===== src/rtl/pip_pkg.sv =====
`timescale 1ns / 1ps
// Shared types and constants for the point-in-polygon crossing test.
// No dependencies; pip_ifs, pip_edge, pip_seq and the top level use this package.
package pip_pkg;

    // Item command codes
    localparam logic CMD_WRITE = 1'b0;
    localparam logic CMD_TEST  = 1'b1;

    // Fixed field widths
    localparam int VCOUNT_W   = 7;
    localparam int VINDEX_W   = 6;
    localparam logic [VCOUNT_W-1:0] VCOUNT_RST = 7'd3;

    typedef enum logic [2:0] {
        S_IDLE,
        S_FIRST,
        S_LOAD,
        S_MULA,
        S_MULB,
        S_CMP,
        S_DONE
    } t_state;

    // Sequencer to edge unit controls
    typedef struct packed {
        logic clr;    // latch test point, clear parity
        logic load;   // shift vertex pair, load new relative vertex
        logic mul_a;  // form x1*y2
        logic mul_b;  // form x2*y1
        logic cmp;    // evaluate crossing, update parity
    } t_edge_ctl;

endpackage


===== src/rtl/pip_ifs.sv =====
`timescale 1ns / 1ps
// Handshake channel interfaces: test/write requests, results, configuration.
// Depends on pip_pkg for the fixed field widths.
interface pip_pt_if #(parameter int COORD_BITS = 16);
    logic                              valid;
    logic                              ready;
    logic                              command;
    logic [pip_pkg::VINDEX_W-1:0]      vertex_index;
    logic signed [COORD_BITS-1:0]      coord_x;
    logic signed [COORD_BITS-1:0]      coord_y;

    modport source (output valid, command, vertex_index, coord_x, coord_y, input ready);
    modport sink   (input valid, command, vertex_index, coord_x, coord_y, output ready);
endinterface

interface pip_res_if;
    logic valid;
    logic ready;
    logic inside_res;

    modport source (output valid, inside_res, input ready);
    modport sink   (input valid, inside_res, output ready);
endinterface

interface pip_cfg_if;
    logic                         valid;
    logic                         ready;
    logic [pip_pkg::VCOUNT_W-1:0] vertex_count;

    modport source (output valid, vertex_count, input ready);
    modport sink   (input valid, vertex_count, output ready);
endinterface


===== src/rtl/pip_vtx_mem.sv =====
`timescale 1ns / 1ps
// Vertex table: one write port, one registered read port, x and y packed.
// No package dependencies.
module pip_vtx_mem #(
    parameter int DEPTH = 64,
    parameter int AW    = 6,
    parameter int W     = 16
) (
    input  logic                i_clk,
    input  logic                i_we,
    input  logic [AW-1:0]       i_waddr,
    input  logic signed [W-1:0] i_wx,
    input  logic signed [W-1:0] i_wy,
    input  logic [AW-1:0]       i_raddr,
    output logic signed [W-1:0] o_rx,
    output logic signed [W-1:0] o_ry
);
    logic [2*W-1:0] r_mem [DEPTH];
    logic [2*W-1:0] r_rd;

    always_ff @(posedge i_clk) begin
        if (i_we) begin
            r_mem[i_waddr] <= {i_wx, i_wy};
        end
    end

    always_ff @(posedge i_clk) begin
        r_rd <= r_mem[i_raddr];
    end

    assign o_rx = r_rd[2*W-1:W];
    assign o_ry = r_rd[W-1:0];
endmodule


===== src/rtl/pip_edge.sv =====
`timescale 1ns / 1ps
// Edge unit: relative vertex registers, one shared signed multiplier,
// determinant sign test and crossing parity. Depends on pip_pkg.
module pip_edge #(
    parameter int COORD_BITS = 16
) (
    input  logic                         i_clk,
    input  logic                         i_rst_n,
    input  pip_pkg::t_edge_ctl           i_ctl,
    input  logic signed [COORD_BITS-1:0] i_px,
    input  logic signed [COORD_BITS-1:0] i_py,
    input  logic signed [COORD_BITS-1:0] i_vx,
    input  logic signed [COORD_BITS-1:0] i_vy,
    output logic                         o_parity
);
    import pip_pkg::*;

    localparam int DW = COORD_BITS + 1;
    localparam int PW = 2 * DW;
    localparam int SW = PW + 1;

    logic signed [COORD_BITS-1:0] r_px, r_py;
    logic signed [DW-1:0] r_x1, r_y1, r_x2, r_y2;
    logic signed [DW-1:0] dx, dy, op_a, op_b;
    logic signed [PW-1:0] prod, r_pa, r_pb;
    logic signed [SW-1:0] det;
    logic up1, up2, edge_hit;
    logic r_par;

    assign dx = DW'(i_vx) - DW'(r_px);
    assign dy = DW'(i_vy) - DW'(r_py);

    // shared multiplier: x1*y2 first, then x2*y1
    assign op_a = i_ctl.mul_a ? r_x1 : r_x2;
    assign op_b = i_ctl.mul_a ? r_y2 : r_y1;
    assign prod = op_a * op_b;

    assign det      = SW'(r_pa) - SW'(r_pb);
    assign up1      = !r_y1[DW-1] && (r_y1 != '0);
    assign up2      = !r_y2[DW-1] && (r_y2 != '0);
    assign edge_hit = (up1 != up2) && (det != '0) && (up2 ? !det[SW-1] : det[SW-1]);

    always_ff @(posedge i_clk) begin
        if (i_ctl.clr) begin
            r_px <= i_px;
            r_py <= i_py;
        end
        if (i_ctl.load) begin
            r_x2 <= r_x1;
            r_y2 <= r_y1;
            r_x1 <= dx;
            r_y1 <= dy;
        end
        if (i_ctl.mul_a) begin
            r_pa <= prod;
        end
        if (i_ctl.mul_b) begin
            r_pb <= prod;
        end
    end

    always_ff @(posedge i_clk) begin
        if (!i_rst_n) begin
            r_par <= 1'b0;
        end else if (i_ctl.clr) begin
            r_par <= 1'b0;
        end else if (i_ctl.cmp && edge_hit) begin
            r_par <= ~r_par;
        end
    end

    assign o_parity = r_par;
endmodule


===== src/rtl/pip_seq.sv =====
`timescale 1ns / 1ps
// Sequencer: vertex count register, edge walk, read addressing and the
// result output register. Depends on pip_pkg.
module pip_seq #(
    parameter int MAX_VERTICES = 64,
    parameter int AW           = 6
) (
    input  logic                         i_clk,
    input  logic                         i_rst_n,
    input  logic                         i_test,
    input  logic                         i_cfg_we,
    input  logic [pip_pkg::VCOUNT_W-1:0] i_cfg_count,
    input  logic                         i_parity,
    input  logic                         i_res_ready,
    output logic                         o_idle,
    output pip_pkg::t_edge_ctl           o_ctl,
    output logic [AW-1:0]                o_rd_addr,
    output logic                         o_res_valid,
    output logic                         o_inside_res
);
    import pip_pkg::*;

    localparam int CW = VCOUNT_W;

    t_state r_state, n_state;
    logic [CW-1:0] r_count, r_n, r_edge, sat_n;
    logic [CW:0]   rd_idx, edge_p2;
    logic          last_edge, out_free;
    logic          r_valid, r_res;

    assign sat_n     = (int'(r_count) > MAX_VERTICES) ? CW'(MAX_VERTICES) : r_count;
    assign last_edge = ({1'b0, r_edge} + (CW+1)'(1)) == {1'b0, r_n};
    assign edge_p2   = {1'b0, r_edge} + (CW+1)'(2);
    assign out_free  = !r_valid || i_res_ready;

    always_comb begin
        n_state = r_state;
        o_ctl   = '0;
        rd_idx  = '0;
        unique case (r_state)
            S_IDLE: begin
                if (i_test) begin
                    o_ctl.clr = 1'b1;
                    n_state   = (sat_n == '0) ? S_DONE : S_FIRST;
                end
            end
            S_FIRST: begin
                o_ctl.load = 1'b1;
                rd_idx     = ((CW+1)'(1) < {1'b0, r_n}) ? (CW+1)'(1) : '0;
                n_state    = S_LOAD;
            end
            S_LOAD: begin
                o_ctl.load = 1'b1;
                n_state    = S_MULA;
            end
            S_MULA: begin
                o_ctl.mul_a = 1'b1;
                n_state     = S_MULB;
            end
            S_MULB: begin
                o_ctl.mul_b = 1'b1;
                // prefetch the far end of the next edge
                rd_idx      = (edge_p2 < {1'b0, r_n}) ? edge_p2 : '0;
                n_state     = S_CMP;
            end
            S_CMP: begin
                o_ctl.cmp = 1'b1;
                if (last_edge) begin
                    n_state = S_DONE;
                end else begin
                    o_ctl.load = 1'b1;
                    n_state    = S_MULA;
                end
            end
            S_DONE: begin
                if (out_free) begin
                    n_state = S_IDLE;
                end
            end
            default: n_state = S_IDLE;
        endcase
    end

    always_ff @(posedge i_clk) begin
        if (!i_rst_n) begin
            r_state <= S_IDLE;
        end else begin
            r_state <= n_state;
        end
    end

    always_ff @(posedge i_clk) begin
        if (!i_rst_n) begin
            r_count <= VCOUNT_RST;
        end else if (i_cfg_we) begin
            r_count <= i_cfg_count;
        end
    end

    always_ff @(posedge i_clk) begin
        if (!i_rst_n) begin
            r_n    <= '0;
            r_edge <= '0;
        end else if (o_ctl.clr) begin
            r_n    <= sat_n;
            r_edge <= '0;
        end else if (o_ctl.cmp) begin
            r_edge <= r_edge + CW'(1);
        end
    end

    always_ff @(posedge i_clk) begin
        if (!i_rst_n) begin
            r_valid <= 1'b0;
        end else if (r_state == S_DONE && out_free) begin
            r_valid <= 1'b1;
        end else if (i_res_ready) begin
            r_valid <= 1'b0;
        end
    end

    always_ff @(posedge i_clk) begin
        if (r_state == S_DONE && out_free) begin
            r_res <= i_parity;
        end
    end

    assign o_idle       = (r_state == S_IDLE);
    assign o_rd_addr    = AW'(rd_idx);
    assign o_res_valid  = r_valid;
    assign o_inside_res = r_res;
endmodule


===== src/rtl/point_in_polygon_test_top.sv =====
`timescale 1ns / 1ps
// Point-in-polygon crossing-number test, top level.
// Depends on pip_pkg, pip_ifs, pip_vtx_mem, pip_edge and pip_seq.
//
// Usage
//   i_pt carries requests. command CMD_WRITE stores (coord_x, coord_y) at
//   vertex_index and gives no result; slots at or above MAX_VERTICES are
//   dropped. command CMD_TEST walks the closed polygon of n vertices
//   (n = vertex_count, held to MAX_VERTICES) around the point and returns
//   inside_res = 1 on o_res when the crossing count is odd.
//   i_cfg writes vertex_count; it is always ready, write it only while idle.
// Request handling
//   A write leaves i_pt ready. A test holds i_pt.ready low until its result
//   is in the output register. Each edge forms x1*y2, then x2*y1, on the one
//   shared multiplier, then runs the determinant sign test, with the next
//   vertex read from the single table read port meanwhile.
// Reset
//   Synchronous, active low: sequencer idle, no result pending, vertex_count
//   back to 3. The vertex table is not cleared; test only written vertices.
// Stalls
//   A pending result waits in the output register; writes keep flowing. A
//   test that finishes while the previous result is still held waits in
//   place until that result is taken.
module point_in_polygon_test_top #(
    parameter int MAX_VERTICES = 64,
    parameter int COORD_BITS   = 16
) (
    input  logic          i_clk,
    input  logic          i_rst_n,
    pip_pt_if.sink        i_pt,
    pip_res_if.source     o_res,
    pip_cfg_if.sink       i_cfg
);
    import pip_pkg::*;

    localparam int AW = $clog2(MAX_VERTICES);

    logic                         pt_accept, wr_req, test_req;
    logic                         seq_idle, parity;
    t_edge_ctl                    edge_ctl;
    logic [AW-1:0]                rd_addr;
    logic signed [COORD_BITS-1:0] pt_x, pt_y, vx, vy;

    assign pt_x      = i_pt.coord_x;
    assign pt_y      = i_pt.coord_y;
    assign pt_accept = i_pt.valid && i_pt.ready;
    // drop writes beyond the table
    assign wr_req    = pt_accept && (i_pt.command == CMD_WRITE)
                       && (int'(i_pt.vertex_index) < MAX_VERTICES);
    assign test_req  = pt_accept && (i_pt.command == CMD_TEST);

    assign i_pt.ready  = seq_idle;
    assign i_cfg.ready = 1'b1;

    pip_vtx_mem #(
        .DEPTH (MAX_VERTICES),
        .AW    (AW),
        .W     (COORD_BITS)
    ) u_mem (
        .i_clk   (i_clk),
        .i_we    (wr_req),
        .i_waddr (AW'(i_pt.vertex_index)),
        .i_wx    (pt_x),
        .i_wy    (pt_y),
        .i_raddr (rd_addr),
        .o_rx    (vx),
        .o_ry    (vy)
    );

    pip_edge #(
        .COORD_BITS (COORD_BITS)
    ) u_edge (
        .i_clk    (i_clk),
        .i_rst_n  (i_rst_n),
        .i_ctl    (edge_ctl),
        .i_px     (pt_x),
        .i_py     (pt_y),
        .i_vx     (vx),
        .i_vy     (vy),
        .o_parity (parity)
    );

    pip_seq #(
        .MAX_VERTICES (MAX_VERTICES),
        .AW           (AW)
    ) u_seq (
        .i_clk        (i_clk),
        .i_rst_n      (i_rst_n),
        .i_test       (test_req),
        .i_cfg_we     (i_cfg.valid),
        .i_cfg_count  (i_cfg.vertex_count),
        .i_parity     (parity),
        .i_res_ready  (o_res.ready),
        .o_idle       (seq_idle),
        .o_ctl        (edge_ctl),
        .o_rd_addr    (rd_addr),
        .o_res_valid  (o_res.valid),
        .o_inside_res (o_res.inside_res)
    );

`ifndef SYNTH
    // a test request blocks further requests in the next cycle
    a_test_blocks: assert property (@(posedge i_clk) disable iff (!i_rst_n)
        test_req |=> !i_pt.ready)
        else $error("request channel still ready after a test request");

    // a vertex write never blocks the request channel
    a_write_flows: assert property (@(posedge i_clk) disable iff (!i_rst_n)
        wr_req |=> i_pt.ready)
        else $error("request channel blocked after a vertex write");

    // a new result appears only at the end of a busy test
    a_res_after_test: assert property (@(posedge i_clk) disable iff (!i_rst_n)
        $rose(o_res.valid) |-> $past(!i_pt.ready))
        else $error("result raised without a test in progress");
`endif
endmodule

===== src/flat_wrapper.sv =====
// flat-port wrapper written by rule: the top's interface ports become plain ports
module point_in_polygon_test_top_flat import pip_pkg::*;
#(
    parameter int MAX_VERTICES = 64,
    parameter int COORD_BITS   = 16
)
  (i_clk, i_rst_n, i_pt_valid, i_pt_command, i_pt_vertex_index, i_pt_coord_x, i_pt_coord_y, i_pt_ready, o_res_valid, o_res_inside_res, o_res_ready, i_cfg_valid, i_cfg_vertex_count, i_cfg_ready);
  pip_pt_if #(.COORD_BITS(COORD_BITS)) i_pt_i ();
  pip_res_if o_res_i ();
  pip_cfg_if i_cfg_i ();
  input  logic i_clk;
  input  logic i_rst_n;
  input wire logic [$bits(i_pt_i.valid)-1:0] i_pt_valid;
  input wire logic [$bits(i_pt_i.command)-1:0] i_pt_command;
  input wire logic [$bits(i_pt_i.vertex_index)-1:0] i_pt_vertex_index;
  input wire logic [$bits(i_pt_i.coord_x)-1:0] i_pt_coord_x;
  input wire logic [$bits(i_pt_i.coord_y)-1:0] i_pt_coord_y;
  output wire logic [$bits(i_pt_i.ready)-1:0] i_pt_ready;
  output wire logic [$bits(o_res_i.valid)-1:0] o_res_valid;
  output wire logic [$bits(o_res_i.inside_res)-1:0] o_res_inside_res;
  input wire logic [$bits(o_res_i.ready)-1:0] o_res_ready;
  input wire logic [$bits(i_cfg_i.valid)-1:0] i_cfg_valid;
  input wire logic [$bits(i_cfg_i.vertex_count)-1:0] i_cfg_vertex_count;
  output wire logic [$bits(i_cfg_i.ready)-1:0] i_cfg_ready;
  assign i_pt_i.valid = i_pt_valid;
  assign i_pt_i.command = i_pt_command;
  assign i_pt_i.vertex_index = i_pt_vertex_index;
  assign i_pt_i.coord_x = i_pt_coord_x;
  assign i_pt_i.coord_y = i_pt_coord_y;
  assign i_pt_ready = i_pt_i.ready;
  assign o_res_valid = o_res_i.valid;
  assign o_res_inside_res = o_res_i.inside_res;
  assign o_res_i.ready = o_res_ready;
  assign i_cfg_i.valid = i_cfg_valid;
  assign i_cfg_i.vertex_count = i_cfg_vertex_count;
  assign i_cfg_ready = i_cfg_i.ready;
  point_in_polygon_test_top #(.MAX_VERTICES(MAX_VERTICES), .COORD_BITS(COORD_BITS)) u_core (.i_clk(i_clk), .i_rst_n(i_rst_n), .i_pt(i_pt_i), .o_res(o_res_i), .i_cfg(i_cfg_i));
endmodule

===== config.mk =====
export PLATFORM = sky130hd
export DESIGN_NAME = point_in_polygon_test_top_flat
export DESIGN_NICKNAME = d
export VERILOG_FILES = /design/src/rtl/pip_pkg.sv /design/src/rtl/pip_ifs.sv /design/src/rtl/pip_vtx_mem.sv /design/src/rtl/pip_edge.sv /design/src/rtl/pip_seq.sv /design/src/rtl/point_in_polygon_test_top.sv /design/src/flat_wrapper.sv
export SDC_FILE = /design/constraint.sdc
export NUM_CORES = 2
export LEC_CHECK = 0
export BUFFER_PORTS_ARGS = -buffer_cell sky130_fd_sc_hd__buf_2
export CORE_UTILIZATION = 40
export CTS_BUF_LIST = sky130_fd_sc_hd__clkbuf_8
export CTS_CLUSTER_SIZE = 8
export DETAILED_ROUTE_END_ITERATION = 8
export SLEW_MARGIN = 25
export SYNTH_ARGS = -nofsm -noshare
export SYNTH_HDL_FRONTEND = slang
export SYNTH_SLANG_ARGS = --single-unit

===== constraint.sdc =====
create_clock -name i_clk -period 8.3 [get_ports i_clk]
set_clock_uncertainty 0.05 [all_clocks]
set_input_delay 0 -clock i_clk [delete_from_list [all_inputs] [get_ports i_clk]]
set_output_delay 0 -clock i_clk [all_outputs]
set_load 0.005 [all_outputs]

==> metrics.txt <==
outcome completed; Cell Area, Synth 102000 um2; Slew HR 17.2%; port bufs 53; gate count of the mapped netlist 7820; Synth Register Bits 2275; Main synth FF type edfxtp_1; Synth top area share 65.3%; core outline area 252000 um2; DIE HEIGHT 507 um; CTS root buf clkbuf_8; Critical Path RT 8.96 ns; RSZ-0062 raised after global routing no; critical path's slowest cell fa_1; Synth area leader edfxtp_1; kind of critical path register to register; CP Capture Type register; Area Overhead vs Synth 13.3%; clk_lat worst skew 1.09 ns; asr flop ratio synth 0%; Post-layout nets 8776; R2R Path Start u_core.u_seq.r_state[0]; Synth warnings 0; arrival time worst endpoint 8.36 ns; hold path depth 5; most frequent CP cell fa_1; Avg Cell Area, Syn 13.0 um2; number of placed I/O pins 55; worst min path class input pin to register; Hold Startpoint o_res_ready; routed wire length 305 mm; Reg2Reg Setup Slack 0.60 ns; Synth area leaders edfxtp_1 (65%), nand2_1 (6.3%), fa_1 (5.9%); Seq/Total Area, Yosys 66.4%; Filler Cells Inserted 22500; total gr overflow 0; initial DRC count 7917; EDFF count, synth 2217; fmax 130 MHz; gpl congestion 0.898; DIE AREA 257000 um2; # setup viols final 0; max-cap violations 0; r2r endpoint u_core.u_edge.r_pa[33]; worst-case clock buffer depth 4; antenna violations before repair 29; row count 184; Buf/Inv on CP 6; share of cells above drive strength 1 11.6%; R2R cell count 28; HPWL Detailed 187 mm; syn nets 8329; DR WL/cell 25.6 um; largest net degree at the start of global routing 154; Min-Delay Endpoint u_core.u_seq.o_inside_res; Final period util 92.8%; Crit Path Max Fanout 22; post-layout minimum cycle time 7.70 ns; CTS clk-pin slew, worst paths 0.05 ns; CP max stage delay 0.55 ns; final hold vios 0; vias in the first global route 63900; Crit path max-delay family adder cells; Unique masters post-synth 100; gr usage total 23.3%; total iterations of the first detailed-routing run 8; final antenna-violating net count 0; Sink Count 2275; number of H-tree levels 5; fin. max-slew vios 0; DR vias 65600; cts repair resizes 0; TritonCTS clock tree yes; actual slew at the worst max-slew pin 1.21 ns; CP startpoint kind register; first-pass GRT wire length 438 mm; vias per inst 5.52; Remaining DRCs 0; Critical Path Start u_core.u_seq.r_state[0]; Total Neg Setup Slack 0 ns; Die W 507 um; initial core utilization 40.4%; Num CTS Buffers 383
## final cells by class
cell class | count | area (um2) | area share, %
multi-input cells | 4727 | 31600 | 27.4
flip-flops and latches | 2275 | 67700 | 58.6
diodes | 10 | 25.0 | 0.0217
well taps | 3348 | 4190 | 3.63
clock buffers | 399 | 5490 | 4.75
inverters | 445 | 1670 | 1.45
clock inverters | 248 | 1180 | 1.02
repair buffers | 435 | 3590 | 3.11
## state kept, by name, indices dropped and copies added (netlist names)
signal,cells
u_core.u_seq.o_res_valid,1
u_core.u_edge.r_y1,17
u_core.u_edge.r_py,16
u_core.u_edge.r_pa,34
u_core.u_edge.r_x2,17
u_core.u_seq.r_state,3
u_core.u_edge.r_px,16
u_core.u_edge.o_parity,1
u_core.u_edge.r_x1,17
u_core.u_mem.r_mem,2048
u_core.u_seq.r_count,7
u_core.u_edge.r_y2,17
u_core.u_seq.o_inside_res,1
u_core.u_mem.r_rd,32
u_core.u_edge.r_pb,34
u_core.u_seq.r_edge,7
u_core.u_seq.r_n,7
## per-layer routing
metal / share of wire (%) / GRT usage, % / vias up / wire length, um
met5: 0.018 / 0 / - / 55
met4: 2.9 / 7.08 / 8 / 8830
met3: 9.0 / 4.19 / 478 / 27300
met2: 46 / 36.5 / 3048 / 139000
met1: 42 / 33.1 / 33000 / 129000
li1: - / - / 29100 / -
## repair_timing
| item | CTS | global route |
|---|---|---|
| endpoints found under the hold margin | 2328 | 0 |
| setup buffers | 0 | 0 |
| hold buffers | 78 | 0 |
## Yosys cell counts, types with 63 or more instances
master,instances
nor2_1,399
edfxtp_1,2217
ha_1,160
buf_2,99
o21ai_0,78
o22ai_1,85
a21oi_1,260
mux2i_1,271
nand4_1,77
inv_1,443
clkbuf_1,209
nand3_1,620
nand2_1,1706
fa_1,298
xnor2_1,63
## worst reg2reg max path: cells and delay by family, from the launching register on
kind,cells,cell delay [ns]
compound gates,9,2.01
buf+inv,6,0.63
flops,1,0.47
simple gates,5,0.79
fa+ha+maj,7,3.32
xor+xnor,1,0.15
## kinds of logic (layout without fill, tap and decap cells)
family	after synthesis	after routing	synth area share, %
AND/OR/NAND/NOR	3084	3084	13.1
AO/OA/AOI/OAI	764	764	4.98
flip-flops	2275	2275	66.4
multiplexers	341	341	3.73
other	1	11	0.00368
adder cells (fa/ha/maj)	458	458	7.81
buffers and inverters	818	1527	3.25
XOR/XNOR	79	79	0.686
## layout by cell type (no fill, tap or decap), types with 18 or more instances in the layout
cell type and count:
nand3_1 614, a21o_1 27, mux2i_1 271, nor4_1 57, buf_12 21, nor2b_1 38, nor3_1 34, a32o_1 20
clkbuf_8 399, nand2b_1 18, o22ai_1 85, buf_2 53, dfxtp_1 58, fa_1 298, o21ai_0 76, a21oi_1 259
clkinv_1 60, ha_1 159, mux4_2 27, a211oi_1 20, buf_4 283, and3_1 18, mux2_2 43, o221ai_1 28
a31oi_1 18, a32oi_1 31, dlygate4sd3_1 78, o211ai_1 37, nor2_4 65, and4_1 23, nand4_1 77, inv_1 606
a2111oi_0 18, xnor2_1 63, nor2_1 334, nand2_1 1706, edfxtp_1 2217
## metrics by stage
stage          utilization [%]  setup slack, ns  cells  hold slack, ns  instance area, um2
2_1_floorplan                -            0.106   7820          0.0489              102000
3_3_place_gp              42.8            0.540  11200           0.182              108000
3_5_place_dp              42.8            0.555  11200           0.183              108000
4_1_cts                   45.8            0.539  11900        0.000884              115000
5_1_grt                   45.8           0.0767  11900          0.0417              116000
6_report                  45.8            0.601  11900          0.0903              116000
## worst max path at each step
stage | end | slack [ns] | cells past startpoint
3_5_place_dp | u_core.u_edge.r_pa[33] | 0.55 | 28
6_report | u_core.u_edge.r_pa[33] | 0.60 | 28
3_3_place_gp | u_core.u_edge.r_pa[33] | 0.54 | 28
4_1_cts | u_core.u_edge.r_pa[33] | 0.54 | 28
5_1_grt | u_core.u_edge.r_pa[33] | 0.08 | 28
2_1_floorplan | u_core.u_edge.r_pa[33] | 0.11 | 31
Power is not shown: default switching activity piles up to over one toggle a cycle in this logic, so the estimate is an artifact.
